## config.mk

```make
export PLATFORM = sky130hd
export DESIGN_NAME = taylor_sine_cosine_unit
export DESIGN_NICKNAME = d
export VERILOG_FILES = /design/src/design/tscu_pkg.sv /design/src/design/tscu_sequencer.sv /design/src/design/tscu_datapath.sv /design/src/design/taylor_sine_cosine_unit.sv
export SDC_FILE = /design/constraint.sdc
export NUM_CORES = 2
export LEC_CHECK = 0
export BUFFER_PORTS_ARGS = -buffer_cell sky130_fd_sc_hd__buf_2
export CAP_MARGIN = 20
export CORE_MARGIN = 10
export CORE_UTILIZATION = 60
export DETAILED_ROUTE_END_ITERATION = 8
export PLACE_DENSITY = 0.82
export RECOVER_POWER = 100
export SYNTH_ARGS = -nofsm -noshare
export SYNTH_HDL_FRONTEND = slang
export SYNTH_SLANG_ARGS = --single-unit
```

## constraint.sdc

```tcl
create_clock -name aclk -period 30.9 [get_ports aclk]
set_input_delay 0 -clock aclk [delete_from_list [all_inputs] [get_ports aclk]]
set_output_delay 0 -clock aclk [all_outputs]
set_load 0.005 [all_outputs]
```

## src/design/tscu_pkg.sv

```systemverilog
// Shared types, constants and the microcode program of the Taylor-series sine and cosine unit.
`default_nettype none

package tscu_pkg;

    // Number of series terms summed for every transaction.
    localparam int TERMS = 16;

    localparam int ANGLE_W = 32;
    localparam int VALUE_W = 32;

    // pi in Q8.24, rounded to nearest.
    localparam logic [ANGLE_W-1:0] PI_Q24 = 32'd52707179;

    // Range reduction: at most 2^31 / pi, so the quotient fits in six bits.
    localparam int RED_BITS = 6;
    localparam int K_W      = RED_BITS;

    // Reduced angle (Q.24, at most pi) and series term magnitude (Q.32, below 2^35).
    localparam int X_W    = 26;
    localparam int T_W    = 35;
    localparam int T_LO   = 17;
    localparam int FRAC_W = 24;
    localparam int P_W    = T_W + X_W;

    // Divider: eight quotient bits per iteration over a forty-bit shift register.
    localparam int DIV_BITS  = 8;
    localparam int DIV_ITERS = 5;
    localparam int Q_W       = DIV_BITS * DIV_ITERS;
    localparam int D_W       = $clog2(2 * TERMS + 1);

    localparam int TC_W  = $clog2(TERMS);
    localparam int SUM_W = 38;

    localparam logic [Q_W-1:0] ONE_Q32 = Q_W'(1) << 32;
    localparam int             ONE_Q30 = 1 << 30;

    // Sequencer widths.
    localparam int CNT_W = 3;
    localparam int PC_W  = 4;

    localparam logic [CNT_W-1:0] RED_CNT_INIT = CNT_W'(RED_BITS - 1);
    localparam logic [CNT_W-1:0] DIV_CNT_INIT = CNT_W'(DIV_ITERS - 1);

    typedef enum logic [3:0] {
        OP_NOP,
        OP_LOAD,
        OP_RED_INIT,
        OP_RED_STEP,
        OP_SER_INIT,
        OP_ACC,
        OP_MUL_LO,
        OP_MUL_HI,
        OP_DIV_STEP,
        OP_FINISH
    } dp_op_t;

    typedef enum logic [2:0] {
        COND_ALWAYS,
        COND_WAIT_IN,
        COND_LOOP,
        COND_LAST,
        COND_WAIT_OUT
    } cond_t;

    typedef struct packed {
        dp_op_t            op;
        cond_t             cond;
        logic              load_cnt;
        logic [CNT_W-1:0]  cnt_init;
        logic [PC_W-1:0]   target;
    } uword_t;

    // Control from the sequencer to the datapath.
    typedef struct packed {
        dp_op_t            op;
        logic              go;
        logic [CNT_W-1:0]  cnt;
    } ctrl_t;

    // Status from the datapath to the sequencer.
    typedef struct packed {
        logic last_term;
    } status_t;

    localparam logic [PC_W-1:0] PC_IDLE     = 4'd0;
    localparam logic [PC_W-1:0] PC_RED_INIT = 4'd1;
    localparam logic [PC_W-1:0] PC_RED_STEP = 4'd2;
    localparam logic [PC_W-1:0] PC_SER_INIT = 4'd3;
    localparam logic [PC_W-1:0] PC_ACC      = 4'd4;
    localparam logic [PC_W-1:0] PC_MUL_LO_A = 4'd5;
    localparam logic [PC_W-1:0] PC_MUL_HI_A = 4'd6;
    localparam logic [PC_W-1:0] PC_DIV_A    = 4'd7;
    localparam logic [PC_W-1:0] PC_MUL_LO_B = 4'd8;
    localparam logic [PC_W-1:0] PC_MUL_HI_B = 4'd9;
    localparam logic [PC_W-1:0] PC_DIV_B    = 4'd10;
    localparam logic [PC_W-1:0] PC_FINISH   = 4'd11;

    function automatic uword_t make_word(input dp_op_t op, input cond_t cond,
                                         input logic load_cnt,
                                         input logic [CNT_W-1:0] cnt_init,
                                         input logic [PC_W-1:0] target);
        uword_t w;
        w.op       = op;
        w.cond     = cond;
        w.load_cnt = load_cnt;
        w.cnt_init = cnt_init;
        w.target   = target;
        return w;
    endfunction

    // The program: one control word per step.
    function automatic uword_t ucode_rom(input logic [PC_W-1:0] pc);
        uword_t w;
        case (pc)
            PC_IDLE:     w = make_word(OP_LOAD, COND_WAIT_IN, 1'b0, '0, PC_RED_INIT);
            PC_RED_INIT: w = make_word(OP_RED_INIT, COND_ALWAYS, 1'b1, RED_CNT_INIT,
                                       PC_RED_STEP);
            PC_RED_STEP: w = make_word(OP_RED_STEP, COND_LOOP, 1'b0, '0, PC_SER_INIT);
            PC_SER_INIT: w = make_word(OP_SER_INIT, COND_ALWAYS, 1'b0, '0, PC_ACC);
            PC_ACC:      w = make_word(OP_ACC, COND_LAST, 1'b0, '0, PC_FINISH);
            PC_MUL_LO_A: w = make_word(OP_MUL_LO, COND_ALWAYS, 1'b0, '0, PC_MUL_HI_A);
            PC_MUL_HI_A: w = make_word(OP_MUL_HI, COND_ALWAYS, 1'b1, DIV_CNT_INIT,
                                       PC_DIV_A);
            PC_DIV_A:    w = make_word(OP_DIV_STEP, COND_LOOP, 1'b0, '0, PC_MUL_LO_B);
            PC_MUL_LO_B: w = make_word(OP_MUL_LO, COND_ALWAYS, 1'b0, '0, PC_MUL_HI_B);
            PC_MUL_HI_B: w = make_word(OP_MUL_HI, COND_ALWAYS, 1'b1, DIV_CNT_INIT,
                                       PC_DIV_B);
            PC_DIV_B:    w = make_word(OP_DIV_STEP, COND_LOOP, 1'b0, '0, PC_ACC);
            PC_FINISH:   w = make_word(OP_FINISH, COND_WAIT_OUT, 1'b0, '0, PC_IDLE);
            default:     w = make_word(OP_NOP, COND_ALWAYS, 1'b0, '0, PC_IDLE);
        endcase
        return w;
    endfunction

endpackage

`default_nettype wire

```

## src/design/tscu_sequencer.sv

```systemverilog
// Microcode sequencer: step counter, loop counter and program table.
`default_nettype none

module tscu_sequencer (
    input  wire logic              aclk,
    input  wire logic              aresetn,
    input  wire logic              in_valid,
    input  wire logic              out_busy,
    input  wire tscu_pkg::status_t stat,
    output tscu_pkg::ctrl_t        ctrl
);

    logic [tscu_pkg::PC_W-1:0]  pc_reg;
    logic [tscu_pkg::PC_W-1:0]  pc_next;
    logic [tscu_pkg::CNT_W-1:0] cnt_reg;
    logic [tscu_pkg::CNT_W-1:0] cnt_next;
    tscu_pkg::uword_t           uw;
    logic                       go;

    assign uw = tscu_pkg::ucode_rom(pc_reg);

    always_comb begin
        pc_next  = pc_reg;
        cnt_next = cnt_reg;
        go       = 1'b1;
        case (uw.cond)
            tscu_pkg::COND_WAIT_IN: begin
                go = in_valid;
                if (in_valid) begin
                    pc_next = uw.target;
                end
            end
            tscu_pkg::COND_LOOP: begin
                if (cnt_reg != '0) begin
                    cnt_next = cnt_reg - tscu_pkg::CNT_W'(1);
                end else begin
                    pc_next = uw.target;
                end
            end
            tscu_pkg::COND_LAST: begin
                pc_next = stat.last_term ? uw.target : pc_reg + tscu_pkg::PC_W'(1);
            end
            tscu_pkg::COND_WAIT_OUT: begin
                go = !out_busy;
                if (!out_busy) begin
                    pc_next = uw.target;
                end
            end
            default: begin
                pc_next = uw.target;
            end
        endcase
        if (go && uw.load_cnt) begin
            cnt_next = uw.cnt_init;
        end
    end

    always_ff @(posedge aclk) begin
        if (!aresetn) begin
            pc_reg  <= tscu_pkg::PC_IDLE;
            cnt_reg <= '0;
        end else begin
            pc_reg  <= pc_next;
            cnt_reg <= cnt_next;
        end
    end

    assign ctrl.op  = uw.op;
    assign ctrl.go  = go;
    assign ctrl.cnt = cnt_reg;

endmodule

`default_nettype wire

```

## src/design/tscu_datapath.sv

```systemverilog
// Datapath: range reduction, shared multiplier, radix-256 divider and series accumulator.
`default_nettype none

module tscu_datapath (
    input  wire logic                          aclk,
    input  wire tscu_pkg::ctrl_t               ctrl,
    input  wire logic                          operation,
    input  wire logic [tscu_pkg::ANGLE_W-1:0]  angle,
    output tscu_pkg::status_t                  stat,
    output logic      [tscu_pkg::VALUE_W-1:0]  value
);

    localparam int PL_W = tscu_pkg::T_LO + tscu_pkg::X_W;
    localparam int PH_W = tscu_pkg::T_W - tscu_pkg::T_LO + tscu_pkg::X_W;
    localparam int RND_W = tscu_pkg::SUM_W - 2;

    logic                          cos_reg;
    logic                          neg_reg;
    logic                          big_reg;
    logic [tscu_pkg::ANGLE_W-1:0]  rem_reg;
    logic [tscu_pkg::K_W-1:0]      k_reg;
    logic [tscu_pkg::X_W-1:0]      x_reg;
    logic [tscu_pkg::Q_W-1:0]      tq_reg;
    logic [tscu_pkg::P_W-1:0]      p_reg;
    logic [tscu_pkg::D_W-1:0]      drem_reg;
    logic [tscu_pkg::D_W-1:0]      d_reg;
    logic [tscu_pkg::SUM_W-1:0]    sum_reg;
    logic                          sub_reg;
    logic [tscu_pkg::TC_W-1:0]     term_cnt_reg;

    logic [tscu_pkg::ANGLE_W-1:0]  mag_in;
    logic [tscu_pkg::ANGLE_W-1:0]  pi_sh;
    logic                          red_hit;
    logic [tscu_pkg::ANGLE_W-1:0]  x_calc;
    logic [tscu_pkg::T_W-1:0]      t_cur;
    logic [tscu_pkg::SUM_W-1:0]    t_ext;
    logic [tscu_pkg::SUM_W-1:0]    sum_acc;
    logic [PL_W-1:0]               prod_lo;
    logic [PH_W-1:0]               prod_hi;
    logic [tscu_pkg::P_W-1:0]      p_sum;
    logic [tscu_pkg::D_W-1:0]      div_r;
    logic [tscu_pkg::Q_W-1:0]      div_q;
    logic [tscu_pkg::SUM_W-1:0]    sum_mag;
    logic [tscu_pkg::SUM_W-1:0]    sum_rnd;
    logic [RND_W-1:0]              rnd;
    logic [30:0]                   sat;
    logic                          out_neg;

    assign mag_in  = angle[tscu_pkg::ANGLE_W-1] ? (~angle + 32'd1) : angle;
    assign pi_sh   = tscu_pkg::PI_Q24 << ctrl.cnt;
    assign red_hit = big_reg && (rem_reg >= pi_sh);
    assign x_calc  = big_reg ? rem_reg + 32'd1 : rem_reg;

    assign t_cur   = tq_reg[tscu_pkg::T_W-1:0];
    assign t_ext   = {{(tscu_pkg::SUM_W - tscu_pkg::T_W){1'b0}}, t_cur};
    assign sum_acc = sub_reg ? sum_reg - t_ext : sum_reg + t_ext;

    assign prod_lo = t_cur[tscu_pkg::T_LO-1:0] * x_reg;
    assign prod_hi = t_cur[tscu_pkg::T_W-1:tscu_pkg::T_LO] * x_reg;
    assign p_sum   = p_reg + {prod_hi, {tscu_pkg::T_LO{1'b0}}};

    // Eight restoring division steps on the narrow remainder.
    always_comb begin
        logic [tscu_pkg::D_W:0] r2;
        div_r = drem_reg;
        div_q = tq_reg;
        for (int j = 0; j < tscu_pkg::DIV_BITS; j++) begin
            r2    = {div_r, div_q[tscu_pkg::Q_W-1]};
            div_q = {div_q[tscu_pkg::Q_W-2:0], 1'b0};
            if (r2 >= {1'b0, d_reg}) begin
                r2       = r2 - {1'b0, d_reg};
                div_q[0] = 1'b1;
            end
            div_r = r2[tscu_pkg::D_W-1:0];
        end
    end

    // Round the magnitude to Q1.30, saturate and apply the quadrant sign.
    assign sum_mag = sum_reg[tscu_pkg::SUM_W-1] ? (~sum_reg + tscu_pkg::SUM_W'(1)) : sum_reg;
    assign sum_rnd = sum_mag + tscu_pkg::SUM_W'(2);
    assign rnd     = sum_rnd[tscu_pkg::SUM_W-1:2];
    assign sat     = (rnd > RND_W'(tscu_pkg::ONE_Q30)) ? 31'(tscu_pkg::ONE_Q30) : rnd[30:0];
    assign out_neg = sum_reg[tscu_pkg::SUM_W-1] ^ k_reg[0] ^ (!cos_reg && neg_reg);
    assign value   = out_neg ? (~{1'b0, sat} + 32'd1) : {1'b0, sat};

    assign stat.last_term = (term_cnt_reg == '0);

    always_ff @(posedge aclk) begin
        if (ctrl.go) begin
            case (ctrl.op)
                tscu_pkg::OP_LOAD: begin
                    cos_reg <= operation;
                    neg_reg <= angle[tscu_pkg::ANGLE_W-1];
                    rem_reg <= mag_in;
                end
                tscu_pkg::OP_RED_INIT: begin
                    big_reg <= rem_reg > tscu_pkg::PI_Q24;
                    rem_reg <= (rem_reg > tscu_pkg::PI_Q24) ? rem_reg - 32'd1 : rem_reg;
                    k_reg   <= '0;
                end
                tscu_pkg::OP_RED_STEP: begin
                    if (red_hit) begin
                        rem_reg          <= rem_reg - pi_sh;
                        k_reg[ctrl.cnt]  <= 1'b1;
                    end
                end
                tscu_pkg::OP_SER_INIT: begin
                    x_reg        <= x_calc[tscu_pkg::X_W-1:0];
                    tq_reg       <= cos_reg ? tscu_pkg::ONE_Q32
                                            : {{(tscu_pkg::Q_W - tscu_pkg::X_W - 8){1'b0}},
                                               x_calc[tscu_pkg::X_W-1:0], 8'd0};
                    d_reg        <= {{(tscu_pkg::D_W - 1){1'b0}}, !cos_reg};
                    sum_reg      <= '0;
                    sub_reg      <= 1'b0;
                    term_cnt_reg <= tscu_pkg::TC_W'(tscu_pkg::TERMS - 1);
                end
                tscu_pkg::OP_ACC: begin
                    sum_reg <= sum_acc;
                    sub_reg <= !sub_reg;
                    if (term_cnt_reg != '0) begin
                        term_cnt_reg <= term_cnt_reg - tscu_pkg::TC_W'(1);
                    end
                end
                tscu_pkg::OP_MUL_LO: begin
                    p_reg <= tscu_pkg::P_W'(prod_lo);
                    d_reg <= d_reg + tscu_pkg::D_W'(1);
                end
                tscu_pkg::OP_MUL_HI: begin
                    tq_reg   <= tscu_pkg::Q_W'(p_sum[tscu_pkg::P_W-1:tscu_pkg::FRAC_W]);
                    drem_reg <= '0;
                end
                tscu_pkg::OP_DIV_STEP: begin
                    tq_reg   <= div_q;
                    drem_reg <= div_r;
                end
                default: begin
                end
            endcase
        end
    end

endmodule

`default_nettype wire

```

## src/design/taylor_sine_cosine_unit.sv

```systemverilog
// Top level of the Taylor-series sine and cosine unit with its stream ports and result register.
// Each series term: an accumulate step, then two multiply and divide passes on the shared units.
// Reset (aresetn low at a rising edge) returns the step counter to idle and empties the result
// register; no arithmetic state needs clearing.
`default_nettype none

module taylor_sine_cosine_unit (
    input  wire logic        aclk,
    input  wire logic        aresetn,

    // Input stream.
    input  wire logic        s_tvalid,
    output logic             s_tready,
    input  wire logic [31:0] s_tdata,   // [31:0] angle, signed Q8.24 radians
    input  wire logic [0:0]  s_tuser,   // [0] operation: 0 sine, 1 cosine

    // Result stream.
    output logic             m_tvalid,
    input  wire logic        m_tready,
    output logic      [31:0] m_tdata    // [31:0] value, signed Q1.30
);

    tscu_pkg::ctrl_t   ctrl;
    tscu_pkg::status_t stat;
    logic [tscu_pkg::VALUE_W-1:0] value;

    logic                          m_tvalid_reg;
    logic                          m_tvalid_next;
    logic [tscu_pkg::VALUE_W-1:0]  m_tdata_reg;
    logic                          out_busy;
    logic                          out_load;

    // The result register frees the datapath: the sequencer returns to idle and takes the
    // next transaction while a finished result still waits for the downstream side.
    assign out_busy = m_tvalid_reg && !m_tready;
    assign out_load = ctrl.go && (ctrl.op == tscu_pkg::OP_FINISH);

    // The input side is ready only while the sequencer sits on its idle step.
    assign s_tready = (ctrl.op == tscu_pkg::OP_LOAD);

    tscu_sequencer u_seq (
        .aclk     (aclk),
        .aresetn  (aresetn),
        .in_valid (s_tvalid),
        .out_busy (out_busy),
        .stat     (stat),
        .ctrl     (ctrl)
    );

    tscu_datapath u_dp (
        .aclk      (aclk),
        .ctrl      (ctrl),
        .operation (s_tuser[0]),
        .angle     (s_tdata),
        .stat      (stat),
        .value     (value)
    );

    always_comb begin
        m_tvalid_next = m_tvalid_reg;
        if (out_load) begin
            m_tvalid_next = 1'b1;
        end else if (m_tready) begin
            m_tvalid_next = 1'b0;
        end
    end

    always_ff @(posedge aclk) begin
        if (!aresetn) begin
            m_tvalid_reg <= 1'b0;
        end else begin
            m_tvalid_reg <= m_tvalid_next;
        end
        if (out_load) begin
            m_tdata_reg <= value;
        end
    end

    assign m_tvalid = m_tvalid_reg;
    assign m_tdata  = m_tdata_reg;

endmodule

`default_nettype wire

```

==> qor.csv <==
stage,metric,value,unit
final_layout,share of layout cells above drive strength 1,4.35,%
synthesis,Synth Register Bits,236,
cts,H-tree Lvls,1,
synthesis,cell area after synthesis,0.0502,sq mm
worst_setup_path,CP peak stage delay,1.07,ns
synthesis,Syn Inst Count,5797,
die,Die X-Extent,309,um
synthesis,"EDFF count, synth",215,
cts,root buf cell,clkbuf_16,
detailed_routing,routed wire length,134000,um
place,HPWL Detailed,98800,um
worst_setup_path,crit end category,flip-flop,
min_path,hold crit path type,input port to flip-flop,
status,status,"complete, but fails checks",
sta,max-slew violation count,460,
final_layout,Final Util,63.3,%
sta,Max transition margin,-116,%
detailed_routing,DRC viols,0,
detailed_routing,DR WL/cell,19.7,um
global_routing,Global Route Usage Sum,28.2,%
final_layout,"commonest non-fill, non-tap cells in the layout","882 x inv_1, 875 x nand2_1, 751 x fa_1",
detailed_routing,Vias per Instance,6.06,
global_routing,largest net degree at the start of global routing,61,
global_routing,initial antenna violation count,2,
synthesis,Ys Warns,0,
place,Buffers on Ports,70,
final_layout,Area growth syn-to-layout,5.01,%
detailed_routing,DRT Pass-1 Iters,6,
worst_setup_path,data required time of the worst path,31.21,ns
global_routing,first-pass GRT wire length,218000,um
synthesis,Synth async-reset ratio,0,%
worst_setup_path,CP Launch Type,flip-flop,
cts,TritonCTS clock tree,yes,
detailed_routing,post-route ant nets,0,
die,# rows,106,
sta,setup TNS,0,ns
sta,WHS,0.0889,ns
cts,maximum clock insertion buffer count,3,
die,die area,0.0957,sq mm
place,Inst Count DP,6714,
die,Starting Density,60.3,%
detailed_routing,Initial DRC Count,3522,
die,die extent in y,309,um
sta,top achievable clock speed,51.5,MHz
synthesis,"Seq/Total Area, Yosys",13.7,%
worst_setup_path,slowest cell on the critical path,a211oi_1,
worst_setup_path,Crit path arrival time,19.73,ns
worst_setup_path,kind of critical path,flip-flop to flip-flop,
synthesis,Synth Flop Type,edfxtp_1,
global_routing,vias in the first global route,42100,
place,Routability Congestion,0.951,
final_layout,final non-filler cell total,6813,
synthesis,synth unique cells,107,
synthesis,Syn Area/Cell,8.66,sq um
synthesis,Mapped Nets,6981,
sta,Clock Skews,0.0251,ns
sta,RSZ-0062 raised after global routing,false,
sta,final hold vios,0,
sta,period utilization,62.8,%
die,Core ar.,0.0833,sq mm
cts,clock latency on the worst-skew pair,0.61,ns
worst_setup_path,critical path's most frequent cell,o21ai_0,
status,failing checks,"max-capacitance violations, max-slew violations",
cts,"Reg clk slew, reported paths",0.07,ns
sta,setup violators final,0,
run,max cap viols,12,
final_layout,"commonest non-fill, non-tap cell in the layout",inv_1,
global_routing,GRT overflow,0,
sta,actual slew at the worst max-slew pin,3.24,ns
cts,Inserted Clock Buffers,30,
sta,Final min period,19.42,ns
worst_setup_path,Worst Path Max Fanout,19,
die,I/O Pins,71,
final_layout,Nets,6892,
cts,clk sink count,236,
detailed_routing,via count,41300,
cts,"Setup Fix Bufs, Post-CTS",0,
final_layout,max reg flops,40,
==> logic make-up after synthesis <==
| kind of cell | count (synthesis) | synth area share (%) |
|---|---|---|
| compound gates | 831 | 11.2 |
| xor+xnor | 361 | 6.34 |
| fa+ha+maj | 1147 | 39.8 |
| buf+inv | 1202 | 9.09 |
| flops | 236 | 13.7 |
| mux | 51 | 1.07 |
| simple gates | 1969 | 18.8 |
==> final timing paths <==
| path | startpoint | end | slack (ns) | cells past startpoint |
|---|---|---|---|---|
| worst max-delay path | u_dp.d_reg[2] | u_dp.drem_reg[2] | 11.48 | 74 |
| worst min-delay path | s_tuser | u_dp.cos_reg | 0.09 | 2 |
| worst max register to register | u_dp.d_reg[2] | u_dp.drem_reg[2] | 11.48 | 74 |
| worst min register to register | u_seq.uw[4] | u_seq.cnt_reg[0] | 0.49 | 1 |
==> routing by layer <==
layer | track usage, % | routed length [um] | part of all wire, %
met5 | 0 | 13 | 0.0097
met4 | 12.5 | 6720 | 5.0
met3 | 4.65 | 11500 | 8.6
met2 | 47.4 | 63900 | 48
met1 | 35.6 | 52200 | 39
==> cells in the mapped netlist (all sizes together) (15+ instances only) <==
cell / count / area share [%]
nand2b: 43 / 0.54
o21bai: 19 / 0.28
nor3: 108 / 1.1
dfxtp: 21 / 0.84
nor3b: 15 / 0.22
or3: 48 / 0.60
or4: 30 / 0.48
a221o: 18 / 0.36
and3: 38 / 0.48
a21oi: 203 / 2.0
or2: 22 / 0.27
nand2: 875 / 6.5
fa: 751 / 30
edfxtp: 215 / 13
nand4: 37 / 0.49
and2: 269 / 3.4
nor2b: 47 / 0.59
nor4: 42 / 0.62
o211ai: 35 / 0.54
o31ai: 38 / 0.58
a211oi: 40 / 0.62
ha: 396 / 9.9
a21o: 72 / 1.1
xnor2: 220 / 3.9
nand3: 82 / 0.83
buf: 54 / 0.51
inv: 883 / 6.6
mux2i: 31 / 0.62
clkbuf: 265 / 2.0
mux2: 20 / 0.45
a31oi: 27 / 0.34
o21a: 26 / 0.39
nor2: 279 / 2.1
o21ai: 180 / 1.8
xor2: 141 / 2.5
==> layout make-up <==
class | count | area [sq um]
multi-input cells | 4359 | 38800
fillers | 6876 | 30600
flip-flops and latches | 236 | 6880
inverters | 883 | 3310
well taps | 1080 | 1350
repair buffers | 198 | 1320
clock buffers | 36 | 783
clock inverters | 18 | 289
diodes | 3 | 7.51
==> worst max-delay path: cells and delay by family (launching register included) <==
| family | cells | cell delay [ns] |
|---|---|---|
| compound gates | 38 | 9.68 |
| fa+ha+maj | 8 | 2.46 |
| buf+inv | 7 | 1.93 |
| flops | 1 | 0.45 |
| mux | 5 | 1.85 |
| simple gates | 16 | 2.71 |
==> stage by stage <==
step                setup slack [ns]  cell area, sq um
floorplan                      14.71             50200
global placement               12.96             51400
detailed placement             12.88             51400
CTS                            12.77             52900
global route                    9.77             52700
finish                         11.48             52700
==> repair_timing <==
| action | in CTS | in global routing |
|---|---|---|
| resized for setup | 0 | 0 |
| hold buffers | 42 | 0 |
| endpoints found under the hold margin | 48 | 0 |
Power is left out: the tool's default activity adds up to more than one toggle a clock period on the data nets, which glitch-free logic cannot reach.
